==> src/rtl/mlmc_pkg.sv <==
// ----------------------------------------------------------------------------
// mlmc_pkg
// Shared types, constants and helper functions for the local-maxima counter.
// ----------------------------------------------------------------------------
package mlmc_pkg;

    localparam int DEF_MAX_COLS = 128;
    localparam int DEF_MAX_ROWS = 1024;

    localparam int PIX_W        = 16;
    localparam int PEAK_W       = 18;
    localparam int ROW_COUNT_W  = 11;
    localparam int COL_COUNT_W  = 8;
    localparam int CFG_DATA_W   = 11;
    localparam int CFG_IDX_W    = 1;
    localparam int LINE_W       = 2 * PIX_W;

    localparam int ROW_COUNT_RESET = 8;
    localparam int COL_COUNT_RESET = 8;

    // Neighbor offsets, row and column, in scan order.
    localparam int ROW_OFF [8] = '{-1, -1, -1, 0, 0, 1, 1, 1};
    localparam int COL_OFF [8] = '{-1, 0, 1, -1, 1, -1, 0, 1};

    typedef enum logic [CFG_IDX_W-1:0] {
        REG_ROW_COUNT = 1'b0,
        REG_COL_COUNT = 1'b1
    } cfg_reg_e;

    typedef logic signed [PIX_W-1:0] pix_t;

    // Window indexed [row][col]; row 0 is two rows up, col 0 two columns left.
    typedef logic [2:0][2:0][PIX_W-1:0] win3_t;

    typedef struct packed {
        logic row_ge1;
        logic row_ge2;
        logic col_ge1;
        logic col_ge2;
        logic last_row;
        logic last_col;
    } pos_flags_t;

    // Last valid index for a programmed size, clamped to 1..hi.
    function automatic int size_last(input int v, input int hi);
        int res;
        if (v < 1)
            res = 0;
        else if (v > hi)
            res = hi - 1;
        else
            res = v - 1;
        return res;
    endfunction

    // Strict local maximum at (cr, cc) against every neighbor inside the window
    // whose row and column are present.
    function automatic logic is_peak(input win3_t w, input int cr, input int cc,
                                     input logic [3:0] rv, input logic [3:0] cv);
        logic pk;
        int   nr;
        int   nc;
        pk = 1'b1;
        for (int k = 0; k < 8; k++)
        begin
            nr = cr + ROW_OFF[k];
            nc = cc + COL_OFF[k];
            if (nr >= 0 && nr <= 2 && nc >= 0 && nc <= 2)
            begin
                if (rv[nr] && cv[nc])
                begin
                    if ($signed(w[cr][cc]) <= $signed(w[nr][nc]))
                        pk = 1'b0;
                end
            end
        end
        return pk;
    endfunction

endpackage

==> src/rtl/mlmc_if.sv <==
// ----------------------------------------------------------------------------
// mlmc interfaces
// Valid/ready channels for pixel input, result output and register writes.
// ----------------------------------------------------------------------------
interface mlmc_pix_if import mlmc_pkg::*; ();
    logic                    valid;
    logic                    ready;
    logic signed [PIX_W-1:0] value;

    modport source (output valid, output value, input ready);
    modport sink   (input valid, input value, output ready);
endinterface

interface mlmc_res_if import mlmc_pkg::*; ();
    logic              valid;
    logic              ready;
    logic [PEAK_W-1:0] peak_count;

    modport source (output valid, output peak_count, input ready);
    modport sink   (input valid, input peak_count, output ready);
endinterface

interface mlmc_cfg_if import mlmc_pkg::*; ();
    logic                  valid;
    logic                  ready;
    logic [CFG_IDX_W-1:0]  index;
    logic [CFG_DATA_W-1:0] data;

    modport source (output valid, output index, output data, input ready);
    modport sink   (input valid, input index, input data, output ready);
endinterface

==> src/rtl/matrix_local_maxima_count_core.sv <==
// ----------------------------------------------------------------------------
// matrix_local_maxima_count_core
// Streaming 3x3 strict local-maximum counter over a raster-order matrix.
// ----------------------------------------------------------------------------
// Usage:
//   pix  : one signed 16-bit element per word, raster order, row by row.
//   res  : one word per frame, the peak total, sent after the frame's last
//          element.
//   cfg  : register writes (index 0 row_count, index 1 col_count); a write
//          restarts the frame. Write only while the block is idle.
// Throughput: one element per cycle except in the stall below. An element
//   is registered on accept together with its column of the line store
//   (one RAM, registered read), then decided from those registers by a
//   single window compare stage. The result word is registered as the
//   frame's last element leaves the decide stage.
// Stall: a waiting result holds; the next frame's elements keep flowing
//   until the frame's last element reaches the decide stage, which then
//   waits for the result register to drain.
// Reset: sizes return to 8x8, position and count clear; the line store is
//   not cleared, its entries are only used once written in the frame.
// ----------------------------------------------------------------------------
module matrix_local_maxima_count_core import mlmc_pkg::*; #(
    parameter int MAX_COLS = DEF_MAX_COLS,
    parameter int MAX_ROWS = DEF_MAX_ROWS
) (
    input  logic      clk,
    input  logic      rst_n,
    mlmc_pix_if.sink  pix,
    mlmc_res_if.source res,
    mlmc_cfg_if.sink  cfg
);

    localparam int ColW = (MAX_COLS > 1) ? $clog2(MAX_COLS) : 1;
    localparam int RowW = (MAX_ROWS > 1) ? $clog2(MAX_ROWS) : 1;

    logic [ColW-1:0]   col_last_reg;
    logic [RowW-1:0]   row_last_reg;
    logic [ColW-1:0]   col_pos_reg;
    logic [RowW-1:0]   row_pos_reg;

    logic              s1_valid_reg;
    pix_t              s1_value_reg;
    logic [ColW-1:0]   s1_col_reg;
    logic [RowW-1:0]   s1_row_reg;
    logic              s1_last_col_reg;
    logic              s1_last_row_reg;

    logic              fwd_reg;
    logic [LINE_W-1:0] fwd_data_reg;
    pix_t              win_reg [6];
    logic [PEAK_W-1:0] peaks_reg;
    logic [PEAK_W-1:0] peaks_next;
    logic              out_valid_reg;
    logic [PEAK_W-1:0] out_count_reg;

    logic              pix_fire;
    logic              cfg_fire;
    logic              s1_adv;
    logic              s1_frame_end;
    logic              at_last_col;
    logic              at_last_row;
    logic [LINE_W-1:0] ram_rd_data;
    logic [LINE_W-1:0] line_data;
    logic [LINE_W-1:0] wr_data;
    win3_t             win;
    pos_flags_t        flags;
    logic [2:0]        peak_cnt;

    assign pix_fire     = pix.valid & pix.ready;
    assign cfg_fire     = cfg.valid & cfg.ready;
    assign cfg.ready    = 1'b1;
    assign s1_frame_end = s1_last_row_reg & s1_last_col_reg;
    assign s1_adv       = s1_valid_reg & ~(s1_frame_end & out_valid_reg & ~res.ready);
    assign pix.ready    = ~s1_valid_reg | s1_adv;

    assign at_last_col = (col_pos_reg == col_last_reg);
    assign at_last_row = (row_pos_reg == row_last_reg);

    // Line store: upper row in the high half, middle row in the low half.
    assign line_data = fwd_reg ? fwd_data_reg : ram_rd_data;
    assign wr_data   = {line_data[PIX_W-1:0], s1_value_reg};

    mlmc_ram #(
        .WIDTH (LINE_W),
        .DEPTH (MAX_COLS)
    ) u_line_ram (
        .clk     (clk),
        .wr_en   (s1_adv),
        .wr_addr (s1_col_reg),
        .wr_data (wr_data),
        .rd_en   (pix_fire),
        .rd_addr (col_pos_reg),
        .rd_data (ram_rd_data)
    );

    always_comb
    begin
        for (int i = 0; i < 3; i++)
        begin
            win[i][0] = win_reg[i * 2];
            win[i][1] = win_reg[i * 2 + 1];
        end
        win[0][2] = line_data[LINE_W-1:PIX_W];
        win[1][2] = line_data[PIX_W-1:0];
        win[2][2] = s1_value_reg;
    end

    assign flags.row_ge1  = (s1_row_reg != '0);
    assign flags.row_ge2  = (s1_row_reg > RowW'(1));
    assign flags.col_ge1  = (s1_col_reg != '0);
    assign flags.col_ge2  = (s1_col_reg > ColW'(1));
    assign flags.last_row = s1_last_row_reg;
    assign flags.last_col = s1_last_col_reg;

    mlmc_peak_eval u_peak_eval (
        .win   (win),
        .flags (flags),
        .cnt   (peak_cnt)
    );

    assign peaks_next = peaks_reg + PEAK_W'(peak_cnt);

    // Control and position state.
    always_ff @(posedge clk or negedge rst_n)
    begin
        if (!rst_n)
        begin
            col_last_reg  <= ColW'(size_last(COL_COUNT_RESET, MAX_COLS));
            row_last_reg  <= RowW'(size_last(ROW_COUNT_RESET, MAX_ROWS));
            col_pos_reg   <= '0;
            row_pos_reg   <= '0;
            s1_valid_reg  <= 1'b0;
            fwd_reg       <= 1'b0;
            peaks_reg     <= '0;
            out_valid_reg <= 1'b0;
        end
        else
        begin
            if (pix_fire)
            begin
                if (at_last_col)
                begin
                    col_pos_reg <= '0;
                    row_pos_reg <= at_last_row ? '0 : row_pos_reg + RowW'(1);
                end
                else
                begin
                    col_pos_reg <= col_pos_reg + ColW'(1);
                end
                // Read and write of the same column in one edge: forward the write.
                fwd_reg <= s1_adv && (s1_col_reg == col_pos_reg);
            end

            if (pix_fire)
                s1_valid_reg <= 1'b1;
            else if (s1_adv)
                s1_valid_reg <= 1'b0;

            if (out_valid_reg && res.ready)
                out_valid_reg <= 1'b0;

            if (s1_adv)
            begin
                if (s1_frame_end)
                begin
                    out_valid_reg <= 1'b1;
                    peaks_reg     <= '0;
                end
                else
                begin
                    peaks_reg <= peaks_next;
                end
            end

            if (cfg_fire)
            begin
                case (cfg.index)
                    REG_ROW_COUNT:
                        row_last_reg <= RowW'(size_last(
                            int'(cfg.data[ROW_COUNT_W-1:0]), MAX_ROWS));
                    REG_COL_COUNT:
                        col_last_reg <= ColW'(size_last(
                            int'(cfg.data[COL_COUNT_W-1:0]), MAX_COLS));
                    default:
                        col_last_reg <= col_last_reg;
                endcase
                col_pos_reg <= '0;
                row_pos_reg <= '0;
                peaks_reg   <= '0;
            end
        end
    end

    // Payload registers.
    always_ff @(posedge clk)
    begin
        if (pix_fire)
        begin
            s1_value_reg    <= pix.value;
            s1_col_reg      <= col_pos_reg;
            s1_row_reg      <= row_pos_reg;
            s1_last_col_reg <= at_last_col;
            s1_last_row_reg <= at_last_row;
            fwd_data_reg    <= wr_data;
        end
        if (s1_adv)
        begin
            for (int i = 0; i < 3; i++)
            begin
                win_reg[i * 2]     <= win[i][1];
                win_reg[i * 2 + 1] <= win[i][2];
            end
            if (s1_frame_end)
                out_count_reg <= peaks_next;
        end
    end

    assign res.valid      = out_valid_reg;
    assign res.peak_count = out_count_reg;

endmodule

==> src/rtl/mlmc_ram.sv <==
// ----------------------------------------------------------------------------
// mlmc_ram
// Generic single-write, single-read RAM with registered read data.
// ----------------------------------------------------------------------------
module mlmc_ram #(
    parameter int WIDTH = 32,
    parameter int DEPTH = 128,
    localparam int AW   = (DEPTH > 1) ? $clog2(DEPTH) : 1
) (
    input  logic             clk,
    input  logic             wr_en,
    input  logic [AW-1:0]    wr_addr,
    input  logic [WIDTH-1:0] wr_data,
    input  logic             rd_en,
    input  logic [AW-1:0]    rd_addr,
    output logic [WIDTH-1:0] rd_data
);

    logic [WIDTH-1:0] mem [DEPTH];

    always_ff @(posedge clk)
    begin
        if (wr_en)
            mem[wr_addr] <= wr_data;
        if (rd_en)
            rd_data <= mem[rd_addr];
    end

endmodule

==> src/rtl/mlmc_peak_eval.sv <==
// ----------------------------------------------------------------------------
// mlmc_peak_eval
// Decides up to four window centers and returns how many are peaks.
// ----------------------------------------------------------------------------
module mlmc_peak_eval import mlmc_pkg::*; (
    input  win3_t      win,
    input  pos_flags_t flags,
    output logic [2:0] cnt
);

    logic [3:0] rv;
    logic [3:0] cv;
    logic       p11;
    logic       p12;
    logic       p21;
    logic       p22;

    // Index 3 stands for the row below or the column to the right: never present.
    assign rv = {1'b0, 1'b1, flags.row_ge1, flags.row_ge2};
    assign cv = {1'b0, 1'b1, flags.col_ge1, flags.col_ge2};

    assign p11 = flags.row_ge1  & flags.col_ge1  & is_peak(win, 1, 1, rv, cv);
    assign p12 = flags.row_ge1  & flags.last_col & is_peak(win, 1, 2, rv, cv);
    assign p21 = flags.last_row & flags.col_ge1  & is_peak(win, 2, 1, rv, cv);
    assign p22 = flags.last_row & flags.last_col & is_peak(win, 2, 2, rv, cv);

    assign cnt = 3'(p11) + 3'(p12) + 3'(p21) + 3'(p22);

endmodule

==> src/flat_wrapper.sv <==
// flat-port wrapper written by rule: the top's interface ports become plain ports
module matrix_local_maxima_count_core_flat import mlmc_pkg::*;
#(
    parameter int MAX_COLS = DEF_MAX_COLS,
    parameter int MAX_ROWS = DEF_MAX_ROWS
)
  (clk, rst_n, pix_valid, pix_value, pix_ready, res_valid, res_peak_count, res_ready, cfg_valid, cfg_index, cfg_data, cfg_ready);
  mlmc_pix_if pix_i ();
  mlmc_res_if res_i ();
  mlmc_cfg_if cfg_i ();
  input  logic clk;
  input  logic rst_n;
  input wire logic [$bits(pix_i.valid)-1:0] pix_valid;
  input wire logic [$bits(pix_i.value)-1:0] pix_value;
  output wire logic [$bits(pix_i.ready)-1:0] pix_ready;
  output wire logic [$bits(res_i.valid)-1:0] res_valid;
  output wire logic [$bits(res_i.peak_count)-1:0] res_peak_count;
  input wire logic [$bits(res_i.ready)-1:0] res_ready;
  input wire logic [$bits(cfg_i.valid)-1:0] cfg_valid;
  input wire logic [$bits(cfg_i.index)-1:0] cfg_index;
  input wire logic [$bits(cfg_i.data)-1:0] cfg_data;
  output wire logic [$bits(cfg_i.ready)-1:0] cfg_ready;
  assign pix_i.valid = pix_valid;
  assign pix_i.value = pix_value;
  assign pix_ready = pix_i.ready;
  assign res_valid = res_i.valid;
  assign res_peak_count = res_i.peak_count;
  assign res_i.ready = res_ready;
  assign cfg_i.valid = cfg_valid;
  assign cfg_i.index = cfg_index;
  assign cfg_i.data = cfg_data;
  assign cfg_ready = cfg_i.ready;
  matrix_local_maxima_count_core #(.MAX_COLS(MAX_COLS), .MAX_ROWS(MAX_ROWS)) u_core (.clk(clk), .rst_n(rst_n), .pix(pix_i), .res(res_i), .cfg(cfg_i));
endmodule
==> config.mk <==
export PLATFORM = sky130hd
export DESIGN_NAME = matrix_local_maxima_count_core_flat
export DESIGN_NICKNAME = d
export VERILOG_FILES = /design/src/rtl/mlmc_pkg.sv /design/src/rtl/mlmc_if.sv /design/src/rtl/matrix_local_maxima_count_core.sv /design/src/rtl/mlmc_ram.sv /design/src/rtl/mlmc_peak_eval.sv /design/src/flat_wrapper.sv
export SDC_FILE = /design/constraint.sdc
export NUM_CORES = 2
export LEC_CHECK = 0
export BUFFER_PORTS_ARGS = -buffer_cell sky130_fd_sc_hd__buf_2
export CAP_MARGIN = 20
export CORE_ASPECT_RATIO = 1.2
export CORE_MARGIN = 3
export CORE_UTILIZATION = 35
export DETAILED_ROUTE_END_ITERATION = 8
export GPL_TIMING_DRIVEN = 1
export MAX_ROUTING_LAYER = met4
export PLACE_DENSITY = 0.48
export REMOVE_ABC_BUFFERS = 1
export SLEW_MARGIN = 30
export SYNTH_ARGS = -nofsm -noshare
export SYNTH_HDL_FRONTEND = slang
export SYNTH_MEMORY_MAX_BITS = 65536
export SYNTH_SLANG_ARGS = --single-unit
==> constraint.sdc <==
create_clock -name clk -period 9.1 [get_ports clk]
set_input_delay 0.91 -clock clk [delete_from_list [all_inputs] [get_ports clk]]
set_output_delay 0.91 -clock clk [all_outputs]
set_load 0.005 [all_outputs]
Word level (Yosys, flattened, before mapping)
Memory sizes are Yosys's and may differ from the RTL's. A register that Yosys moved wholly into a read port is not among the register bits.
Cells that the tools add are included.
{ "classes": {"n_addsub": 8, "bitwise_logic": 17, "magnitude_cmp": 27, "reduce_logical": 16, "mux": 61, "n_eq_ne": 3} }
{ "ops": {"columns": ["cell", "n"], "rows": [
  ["<= comparator 16 bit", 21],
  ["two-way mux 10 bit", 6],
  ["two-way mux 18 bit", 3],
  ["two-way mux 1 bit", 46],
  ["two-way mux 7 bit", 5],
  ["two-way mux 32 bit", 1],
  ["adder 18 x 3 -> 18 bit", 1],
  ["== test 7 bit", 2],
  ["AND 1 bit", 12],
  ["> comparator 11 bit (second input constant)", 1],
  ["less-than comparator 11 x 1 -> 1 bit (second input constant)", 1],
  ["adder 10 x 1 -> 10 bit (second input constant)", 1],
  ["== test 10 bit", 1],
  ["> comparator 10 x 1 -> 1 bit (second input constant)", 1],
  ["nonzero test 10 bit", 1],
  ["subtractor 10 x 1 -> 10 bit (second input constant)", 1],
  ["> comparator 8 bit (second input constant)", 1],
  ["less-than comparator 8 x 1 -> 1 bit (second input constant)", 1],
  ["AND reduction 2 bit", 4],
  ["nonzero test 2 bit", 4],
  ["adder 7 x 1 -> 7 bit (second input constant)", 1],
  ["> comparator 7 x 1 -> 1 bit (second input constant)", 1],
  ["nonzero test 7 bit", 1],
  ["subtractor 7 x 1 -> 7 bit (second input constant)", 1],
  ["other kinds (6)", 14]
]} }
{ "totals": {"input_bits": 33, "output_inout_bits": 21, "ram_bits": 4192, "word_cells": 149, "memories": 2, "ff_bits": 140} }
{ "mem_list": {"columns": ["memory", "words", "word_bits", "rd", "rd_clocked_by_memory_dff", "write_ports", "line_no", "text"], "rows": [
  ["u_core.u_line_ram.mem", 128, 32, 1, 1, 1, "mlmc_ram.sv:19", "logic [WIDTH-1:0] mem [DEPTH];"],
  ["u_core.win_reg", 6, 16, 6, 0, 6, "matrix_local_maxima_count_core.sv:50", "pix_t win_reg [6];"]
]} }

Depth between registers and ports, before layout
An unclocked memory read counts as a cell.
{ "depth": {"ltp_word": 25, "ltp_mapped": 24, "depth_no_buf": 21} }

Cells and area by module
A second synthesis with hierarchy kept.
{ "unflattened": {"cells_unflattened": 7344, "hier_area_um2": 171826.0} }
{ "modules_own_cells": {"columns": ["mod", "area_per_inst_um2", "instances", "cells_per_inst", "seq_area_each_um2"], "rows": [
  ["mlmc_ram", 156596.4, 1, 5990, 123958.9],
  ["matrix_local_maxima_count_core", 9292.7, 1, 577, 6819.0],
  ["mlmc_peak_eval", 5936.9, 1, 777, 0.0]
]} }

Worst setup path after synthesis
Ideal clock, no wire load.
{ "synth_path": {"path_type": "register -> register", "start": "reg u_core.fwd_reg", "end": "reg u_core.out_count_reg[14], in the netlist u_core.res.peak_count[14] (data pin)", "path_buffers": 3, "path_slack_ps": 2076, "stages_incl_launch_ff": 24, "required_time_ps": 8842, "period_less_slack_ps": 7024, "arrival_ps": 6765, "setup_time_ps": 258, "path_cell_list": "dfrtp_1 -> clkbuf_1 -> clkbuf_1 -> mux2i_1 -> inv_1 -> ha_1 -> and4_1 -> nand2_1 -> a211o_1 -> o211ai_1 -> mux2_2 -> a31oi_1 -> or4_1 -> fa_1 -> inv_1 -> fa_1 -> fa_1 -> nand4_1 -> nor2_1 -> and3_1 -> and3_1 -> clkbuf_1 -> nand3_1 -> xnor2_1"} }
{ "synth_between": {"word_cells_on_any_way": 47, "cone_classes": "4 x add/sub; 9 x order compare; 30 x mux; 4 x bitwise"} }
{ "synth_rtl": {"columns": ["element", "line_no", "text"], "rows": [
  ["start, declared", "matrix_local_maxima_count_core.sv:48", "logic fwd_reg;"],
  ["start signal, assigned", "matrix_local_maxima_count_core.sv:151", "fwd_reg <= s1_adv && (s1_col_reg == col_pos_reg);"],
  ["two-way mux 32 bit *", "matrix_local_maxima_count_core.sv:80", "assign line_data = fwd_reg ? fwd_data_reg : ram_rd_data;"],
  ["net u_core.line_data[15]", "matrix_local_maxima_count_core.sv:63", "logic [LINE_W-1:0] line_data;"],
  ["<= comparator 16 bit", "mlmc_pkg.sv:72", "if ($signed(w[cr][cc]) <= $signed(w[nr][nc]))"],
  ["two-way mux 1 bit", "mlmc_pkg.sv:72", null],
  ["two-way mux 1 bit", "mlmc_pkg.sv:70", "if (rv[nr] && cv[nc])"],
  ["two-way mux 1 bit", "mlmc_pkg.sv:72", null],
  ["two-way mux 1 bit", "mlmc_pkg.sv:70", null],
  ["two-way mux 1 bit", "mlmc_pkg.sv:72", null],
  ["(+2 left out)", null, null],
  ["two-way mux 1 bit", "mlmc_pkg.sv:70", null],
  ["two-way mux 1 bit", "mlmc_pkg.sv:72", null],
  ["AND 1 bit", "mlmc_peak_eval.sv:23", "assign p12 = flags.row_ge1 & flags.last_col & is_peak(win, 1, 2, rv, cv);"],
  ["adder 1 x 1 -> 2 bit", "mlmc_peak_eval.sv:27", "assign cnt = 3'(p11) + 3'(p12) + 3'(p21) + 3'(p22);"],
  ["adder 2 x 1 -> 3 bit", "mlmc_peak_eval.sv:27", null],
  ["adder 3 x 1 -> 3 bit *", "mlmc_peak_eval.sv:27", null],
  ["adder 18 x 3 -> 18 bit *", "matrix_local_maxima_count_core.sv:121", "assign peaks_next = peaks_reg + PEAK_W'(peak_cnt);"],
  ["net u_core.peaks_next[14]", "matrix_local_maxima_count_core.sv:52", "logic [PEAK_W-1:0] peaks_next;"],
  ["end signal, assigned", "matrix_local_maxima_count_core.sv:214", "out_count_reg <= peaks_next;"],
  ["end, declared", "matrix_local_maxima_count_core.sv:54", "logic [PEAK_W-1:0] out_count_reg;"]
]} }
The timed path passes the listed nets; every way through them passes the cells marked *.
A chain may end at the register's enable or synchronous reset.

Worst setup path in the final report
{ "layout_path": {"start": "reg u_core.fwd_reg", "end": "reg u_core.peaks_reg[17]"} }
{ "layout_between": {"word_cells_on_any_way": 50, "cone_classes": "4 x add/sub; 9 x order compare; 33 x mux; 4 x bitwise"} }
{ "layout_rtl": {"columns": ["element", "line_no", "text"], "rows": [
  ["two-way mux 32 bit *", "matrix_local_maxima_count_core.sv:80", null],
  ["net u_core.line_data[0]", "matrix_local_maxima_count_core.sv:63", null],
  ["<= comparator 16 bit", "mlmc_pkg.sv:72", null],
  ["two-way mux 1 bit", "mlmc_pkg.sv:72", null],
  ["two-way mux 1 bit", "mlmc_pkg.sv:70", null],
  ["two-way mux 1 bit", "mlmc_pkg.sv:72", null],
  ["two-way mux 1 bit", "mlmc_pkg.sv:70", null],
  ["two-way mux 1 bit", "mlmc_pkg.sv:72", null],
  ["(+4 left out)", null, null],
  ["AND 1 bit", "mlmc_peak_eval.sv:23", null],
  ["adder 1 x 1 -> 2 bit", "mlmc_peak_eval.sv:27", null],
  ["adder 2 x 1 -> 3 bit", "mlmc_peak_eval.sv:27", null],
  ["adder 3 x 1 -> 3 bit *", "mlmc_peak_eval.sv:27", null],
  ["adder 18 x 3 -> 18 bit *", "matrix_local_maxima_count_core.sv:121", null],
  ["two-way mux 18 bit *", "matrix_local_maxima_count_core.sv:164", "if (s1_frame_end)"],
  ["two-way mux 18 bit *", "matrix_local_maxima_count_core.sv:162", "if (s1_adv)"],
  ["two-way mux 18 bit *", "matrix_local_maxima_count_core.sv:175", "if (cfg_fire)"],
  ["end signal, assigned", "matrix_local_maxima_count_core.sv:171", "peaks_reg <= peaks_next;"],
  ["end, declared", "matrix_local_maxima_count_core.sv:51", "logic [PEAK_W-1:0] peaks_reg;"]
]} }
The timed path passes the listed nets; every way through them passes the cells marked *. The select of a mux whose other input is x is not followed.

==> results.json <==
{
  "numPortBuffers": 52,
  "arrival_ps": 7910,
  "drt_wl_total_mm": 513,
  "busiest_layer": "met2",
  "finalSetupViolCount": 0,
  "fmax_mhz": 143,
  "ios": 54,
  "vias": 81449,
  "status": "finished clean",
  "wl_per_cell_um": 34.9,
  "placementRows": 281,
  "final_cell_mix": "edfxtp_1 (4,309), mux4_2 (1,307), clkbuf_16 (445), ha_1 (245), buf_4 (224)",
  "synth_edf_count": 4309,
  "layout_commonest_cell": "edfxtp_1",
  "drc": 0,
  "cts_made_buffers": 435,
  "tightestPinTransition_ps": 1050,
  "dp_cells": 13893,
  "grt_max_degree": 134,
  "drt_iter0_markers": 9213,
  "hold_buffers": 3,
  "place.gp.congestion": 0.835,
  "period_needed_ps": 7020,
  "vias_per_cell": 5.54,
  "grt_pass1_vias": 85144,
  "path_clk_slew_ps": 60,
  "cts-resized-gates": 0,
  "power_w": 0.0431,
  "die_w_um": 645,
  "hpwl_mm": 279,
  "start_kind": "register",
  "slew_viol_final": 0,
  "post-cts-setup-buffers": 0,
  "avgSynthCellArea_um2": 23.1,
  "synthToLayoutAreaGrowth_pct": 14.4,
  "cts_tree": "done",
  "clk_path_buf_depth": 4,
  "worstPathMaxFanout": 67,
  "yosysWarnings": 0,
  "stdcell_count": 14714,
  "synth_seq_area_share_pct": 76.2,
  "synth-seq-cells": 4364,
  "cp.required_ps": 9990,
  "grt_first_pass_wirelength_mm": 707,
  "slew_headroom_pct": 28.1,
  "met2_usage_pct": 34.9,
  "synth_flop_cell": "edfxtp_1",
  "whs_ps": 65.7,
  "clock_tree.root_cell": "clkbuf_16",
  "synth_cells": 7417,
  "r2r_cells": 20,
  "overflow": 0,
  "die_y_um": 773,
  "core_um2": 488000,
  "synth_cell_type_count": 64,
  "drive_gt1_share_pct": 29.6,
  "power.density_nw_per_um2": 220,
  "htreeDepth": 5,
  "antenna_found_initial": 42,
  "skew_ps": 56.7,
  "peakVddDrop_uv": 164,
  "p_leak_nw": 60.3,
  "hold_path_class": "input pin to async pin",
  "netlist_area_um2": 172000,
  "globalRouteMet3Util_pct": 2.41,
  "hold_viol_final": 0,
  "cap_violations": 0,
  "fin_crit_sh_pct": 77.1,
  "largest_register_ffs": 4096,
  "start_util_pct": 35.2,
  "critPathCaptureType": "register",
  "pre_cts_slack_ps": 1470,
  "grt_use_total_pct": 21.0,
  "critPathKind": "register to register",
  "rsz0062_at_grt": "no",
  "fin_ws_ps": 2080,
  "cts.sinks": 4364,
  "use_met1_pct": 27.1,
  "dieArea_um2": 499000,
  "ant_nets": 0,
  "nNetsFinal": 8108,
  "first_pass_iters": 6,
  "clk_latency_ps": 1040,
  "async_reset_ff_share_pct": 1.26,
  "nFillCells": 42961
}
kinds of logic after synthesis:
group / Yosys count / share of synthesized area, %
buffers and inverters: 498 / 1.18
multiplexers: 1412 / 17.8
XOR/XNOR: 52 / 0.265
AND/OR/NAND/NOR: 488 / 1.35
adder cells (fa/ha/maj): 248 / 1.82
other: 1 / 0.00219
flip-flops: 4364 / 76.2
AO/OA/AOI/OAI: 354 / 1.37
worst max-delay path: stages, from the launching register on:
cell      delay, ps
dfrtp_4         790
mux2i_1         750
inv_4           460
ha_1            380
nor2b_1         100
o211ai_1         90
a2111o_1        370
o211ai_1        120
mux2i_1         350
nand3_1         140
or4_1           490
fa_1            500
inv_1           100
fa_1            380
a21oi_1         200
nor4b_2         600
and4_1          380
and3_1          240
nor2_1           60
o21ai_0         170
o21ai_0         100
per-stage QoR:
stage | setup TNS, ps | util [%] | area (um2)
finish | 0 | 40.2 | 196000
floorplan | -1649600 | - | 170000
global route | 0 | 40.2 | 196000
detailed placement | 0 | 37.3 | 182000
CTS | 0 | 40.2 | 196000
global placement | 0 | 37.3 | 182000
worst paths after layout:
kind | slack, ps | startpoint | end
setup reg to reg | 2080 | u_core.fwd_reg$_DFFE_PN0P_ | u_core.peaks_reg[17]$_DFFE_PN0P_
setup / recovery | 2080 | u_core.fwd_reg$_DFFE_PN0P_ | u_core.peaks_reg[17]$_DFFE_PN0P_
min in group clk | 100 | pix_value[2] | u_core.s1_value_reg[2]$_DFFE_PP_
hold reg to reg | 450 | u_core.win_reg[1][14]$_DFFE_PP_ | u_core.win_reg[0][14]$_DFFE_PP_
max in group asynchronous | 8410 | rst_n | u_core.col_pos_reg[1]$_DFFE_PN0P_
hold / removal | 70 | rst_n | u_core.row_last_reg[5]$_DFFE_PN0P_
metal layers:
metal / vias to the layer above / part of all wire (%)
met1: 45561 / 41
met5: - / 0
met3: 646 / 5.3
met4: 0 / 3.3
li1: 32565 / -
met2: 2677 / 51
cell usage after synthesis (5+ instances only):
cell type | instances | area (um2)
nand4_1 | 52 | 325
nor3_1 | 16 | 80.1
a211oi_1 | 16 | 120
o21a_1 | 31 | 233
xor2_1 | 20 | 175
o21ai_0 | 62 | 310
inv_1 | 152 | 571
nand2_1 | 101 | 379
mux4_2 | 1307 | 29400
nor2_1 | 188 | 706
edfxtp_1 | 4309 | 129000
a32o_1 | 7 | 70.1
o211ai_1 | 16 | 120
a221oi_1 | 7 | 61.3
a22o_1 | 19 | 166
nor2b_1 | 22 | 138
a31oi_1 | 8 | 50.1
or2_2 | 5 | 31.3
clkbuf_1 | 176 | 661
and3_1 | 16 | 100
o31ai_1 | 6 | 45.0
xnor2_1 | 32 | 280
a21o_1 | 33 | 248
dfrtp_1 | 49 | 1230
mux2i_1 | 102 | 1020
buf_1 | 48 | 180
dfstp_2 | 6 | 158
and2_1 | 5 | 31.3
nand3b_1 | 5 | 37.5
buf_2 | 118 | 591
a22oi_1 | 26 | 195
nand2b_1 | 5 | 31.3
a21oi_1 | 86 | 430
nor4_1 | 14 | 87.6
and4_1 | 8 | 70.1
ha_1 | 245 | 3070
nand3_1 | 35 | 175
a2111oi_0 | 5 | 43.8
where the power goes:
part           switching (W)  internal (W)
Combinational        0.00165      0.000992
Clock                0.00777        0.0103
Sequential          0.000105        0.0223
layout make-up:
class	count	area (um2)	area share [%]
Inverter	153	632	0.322
Timing Repair Buffer	318	2650	1.35
Clock inverter	271	2640	1.35
Sequential cell	4364	131000	66.7
Multi-Input combinational cell	2555	39800	20.3
Clock buffer	532	11500	5.87
Antenna cell	12	30.0	0.0153
Tap cell	6509	8140	4.15
No activity file was read; power rests on OpenSTA's default activity.
